<file path="config.mk">
export PLATFORM = sky130hd
export DESIGN_NAME = prs_lane
export DESIGN_NICKNAME = d
export VERILOG_FILES = /design/src/design/prs_pkg.sv /design/src/design/prs_lane.sv
export SDC_FILE = /design/constraint.sdc
export NUM_CORES = 1
export LEC_CHECK = 0
export ABC_CLOCK_PERIOD_IN_PS = 16200
export BUFFER_PORTS_ARGS = -buffer_cell sky130_fd_sc_hd__buf_2
export CORE_MARGIN = 2
export CORE_UTILIZATION = 50
export DETAILED_ROUTE_END_ITERATION = 12
export PLACE_DENSITY = 0.91
export SLEW_MARGIN = 0
export SYNTH_ARGS = -nofsm -noshare
export SYNTH_HDL_FRONTEND = slang
export SYNTH_SLANG_ARGS = --single-unit
</file>
<file path="constraint.sdc">
create_clock -name vclk -period 16.2
set_input_delay 3.24 -clock vclk [all_inputs]
set_output_delay 3.24 -clock vclk [all_outputs]
set_load 0.1 [all_outputs]
</file>
<file path="src/design/prs_pkg.sv">
// prs_pkg: shared widths, register indexes, lane result and merge control types
// for the packed range scan block; depends on nothing
package prs_pkg;

  // word and accumulator geometry
  localparam int WORD_BITS_DEFAULT = 64;
  localparam int ACC_W             = 64;
  localparam int POS_W             = 6;

  // configuration register geometry
  localparam int CODE_W     = 5;
  localparam int CODE_MAX   = 31;
  localparam int CFG_DATA_W = 31;
  localparam int INDEX_W    = 2;

  localparam logic [CODE_W-1:0] CODE_BITS_RESET = 5'd7;

  // register indexes of the configuration port
  localparam logic [INDEX_W-1:0] REG_CODE_BITS   = 2'd0;
  localparam logic [INDEX_W-1:0] REG_LOWER_LIMIT = 2'd1;
  localparam logic [INDEX_W-1:0] REG_UPPER_LIMIT = 2'd2;

  // what one lane found for its slot
  typedef struct packed {
    logic             hit;
    logic [POS_W-1:0] place;
  } lane_result_t;

  // control from the pipeline to the merging stage
  typedef struct packed {
    logic drain;
    logic last;
  } merge_ctrl_t;

endpackage

</file>
<file path="src/design/prs_lane.sv">
// prs_lane: range test of one code slot of a word, placing its
// delimiter bit after the segment shift; depends on prs_pkg
module prs_lane #(
  parameter int WORD_BITS  = prs_pkg::WORD_BITS_DEFAULT,
  parameter int LANE_INDEX = 0
) (
  input  logic [WORD_BITS-1:0]         word,
  input  logic [prs_pkg::CODE_W-1:0]   code_bits,
  input  logic [prs_pkg::CODE_MAX-1:0] lower_limit,
  input  logic [prs_pkg::CODE_MAX-1:0] upper_limit,
  input  logic [prs_pkg::POS_W-1:0]    word_position,
  output prs_pkg::lane_result_t        result
);

  localparam int EXT_W = WORD_BITS + prs_pkg::CODE_MAX;
  localparam int IDX_W = $clog2(WORD_BITS);
  localparam int OFF_W = $clog2(WORD_BITS * (prs_pkg::CODE_MAX + 1)) + 1;

  logic [OFF_W-1:0]             slot;
  logic [OFF_W-1:0]             offset;
  logic [OFF_W-1:0]             delim;
  logic                         fits;
  logic                         reaches;
  logic [EXT_W-1:0]             shifted;
  logic [prs_pkg::CODE_MAX-1:0] cmask;
  logic [prs_pkg::CODE_MAX-1:0] code;
  logic [prs_pkg::CODE_MAX-1:0] lo;
  logic [prs_pkg::CODE_MAX-1:0] hi;
  logic                         in_range;

  // slot placement for this lane
  assign slot   = OFF_W'(code_bits) + OFF_W'(1);
  assign offset = OFF_W'(LANE_INDEX) * slot;
  assign fits   = (offset + slot) <= OFF_W'(WORD_BITS);
  assign delim  = offset + OFF_W'(code_bits);

  // code extraction and bound masking
  assign shifted = EXT_W'(word) >> offset[IDX_W-1:0];
  assign cmask   = prs_pkg::CODE_MAX'((32'd1 << code_bits) - 32'd1);
  assign code    = shifted[prs_pkg::CODE_MAX-1:0] & cmask;
  assign lo      = lower_limit & cmask;
  assign hi      = upper_limit & cmask;

  // strict range test
  assign in_range = (code > lo) && (code < hi);

  // delimiter bit survives the segment shift only if at or above it
  assign reaches      = delim >= OFF_W'(word_position);
  assign result.hit   = fits && in_range && reaches;
  assign result.place = prs_pkg::POS_W'(delim - OFF_W'(word_position));

endmodule

</file>
==> run summary <==
Status - finished clean
First-pass GRT wire length - 12200 microns
Worst path most repeated cell - o21ai_0
Area growth syn-to-layout - 23.5%
Setup TNS - 0 ps
Power per cell area - 36.0 nW/um^2
Number of buffers and inverters on the critical path - 3
Post-DR vias/cell - 5.85
Total track usage - 26.7%
Total congestion overflow - 0
Area leader, netlist - ha_1
Final Util - 64.8%
Mapped cell area - 2510 sq um
RSZ-0062 raised after global routing - false
Number of port buffers - 111
Critical hold path startpoint - word_position[5]
Vias in the first global route - 2891
Setup CP Type - input pin to output pin
Crit path max-delay family - simple AND/OR/NAND/NOR gates
Final wirelength - 7560 microns
Maxcap violations - 0
Initial antenna violation count - 0
Critical path launch point - code_bits[4]
Post_cts resized - 0
CP Capture Type - output pin
DRT Pass-1 Iters - 4
Placed cell count - 543
Post-synthesis adder-cell area fraction - 33.2%
Post-synth top area share - 32.4%
WL/cell - 13.9 microns
Synth cell count leaders - nand2_1 (66), ha_1 (65), o21ai_0 (33), a21oi_1 (24)
CP max stage delay - 580 ps
Clock buf count - 0
ANT cells - 0
Peak VDD IR - 29.6 uV
WP data required - 12960 ps
Top-count cell post-synth - nand2_1
Post-synthesis simple-gate area fraction - 33.7%
Die W - 74.8 microns
Core box area - 4790 sq um
Register area - 0 sq um
DIE AREA - 5600 sq um
Xor/xnor share of the synthesized area - 2.09%
Finished Layout Cells - 543
Multiplexer share of the synthesized area - 0.399%
CP cell instances - buf_2, nor3_2, nand2_1, ha_1, inv_1, nand2_1, o21ai_0, a22o_1, a21o_1, and2_1, ha_1, nand4_1, nor4_1, o21ai_0, a21oi_1, nor4bb_1, o21ai_0, a31o_2, o311a_1, buf_2
DRC - 0
Design area - 3100 sq um
CP startpoint kind - input pin
Distinct cells, synth - 49
Critical path peak fanout - 42
Hpwl dp - 6400 microns
Hold_buf cts - 0
Post-synthesis sequential area ratio - 0%
Yosys warns - 0
Initial Util - 52.4%
Worst hold endpoint - result[5]
Top cells by area, synth - ha_1 (32%), nand2_1 (9.9%), o21ai_0 (6.6%), and2_1 (5.7%), a21oi_1 (4.8%)
FMAX - 87.0 MHz
Max-slew violation count - 0
Min-Delay Path Depth - 3
Tmin final - 11500 ps
# rows - 25
Seq Cell Count - 0
Initial DRC count - 158
Postcts setup bufs - 0
Vias - 3178
Hold Path Class - input pin to output pin
Nets@finish - 681
Final ANT Viol Nets - 0
Worst-Margin Slew - 718 ps
Post-DP Area - 3100 sq um
Critical Path AT - 8260 ps
Mapped Cells - 378
Share of cells above drive strength 1 - 25.2%
Final setup fails - 0
Pleak - 1.66 nW
Syn Area/Cell - 6.64 sq um
# IOs - 144
Overall power - 112 uW
Final worst path period share - 71.0%
Syn_nets - 581
Chip height - 74.8 microns
Slowest-stage cell, CP - ha_1
Largest net degree at the start of global routing - 43
Complex-gate fraction of the synthesized area - 26.1%
Global placer's final weighted congestion - 0.896
Final hold vios - 0
Largest family of logic cells by synthesized area - simple AND/OR/NAND/NOR gates
Slew HR - 52.1%
-- worst max path at each step --
| stage | endpoint | slack (ps) | cells after the start |
|---|---|---|---|
| floorplan | result[6] | 5870 | 20 |
| global placement | result[6] | 4950 | 20 |
| detailed placement | result[6] | 4860 | 20 |
| CTS | result[6] | 4840 | 20 |
| global route | result[6] | 4330 | 20 |
| finish | result[6] | 4700 | 20 |
-- cell type report --
cell class                      instances  area [sq um]
Fill cell                             458          1690
Inverter                               17          63.8
Multi-Input combinational cell        348          2400
Tap cell                               67          83.8
Timing Repair Buffer                  111           556
-- where the power goes --
group / internal (mW) / switching [mW] / total [mW]
registers: 0 / 0 / 0
clock network: 0 / 0 / 0
logic: 0.0422 / 0.0695 / 0.112
total: 0.0422 / 0.0695 / 0.112
-- cells in the final DEF (no fill, tap or decap), types with 4 or more instances in the layout --
master,Yosys,final
buf_2,0,111
nand2_1,66,66
ha_1,65,65
o21ai_0,33,33
a21oi_1,24,24
nor2_1,23,23
and2_1,23,23
inv_1,17,17
nand3_1,15,15
a21o_1,9,9
nand2b_1,9,9
nand4_1,9,9
nor2b_1,6,6
o22ai_1,5,5
and3_1,4,4
-- routing by layer --
layer | track usage (%) | share of wire [%] | vias up
li1 | - | - | 1581
met2 | 47.6 | 49 | 141
met4 | 3.37 | 1.2 | 0
met5 | 0 | 0 | -
met1 | 36.5 | 43 | 1448
met3 | 1.20 | 7.2 | 8
-- cells by family after synthesis --
logic type               Yosys count
adder cells (fa/ha/maj)           66
AO/OA/AOI/OAI                    104
multiplexers                       1
AND/OR/NAND/NOR                  171
XOR/XNOR                           6
buffers and inverters             30
-- stage by stage --
step / setup WS (ps) / hold WS [ps]
finish: 4700 / 6910
global route: 4330 / 6930
CTS: 4840 / 6920
detailed placement: 4860 / 6920
global placement: 4950 / 6910
floorplan: 5870 / 6930
-- tightest hold or removal path: stages --
cell and delay (ps):
buf_2 90, xor2_1 50, buf_2 280
(Power assumes the default switching activity.)
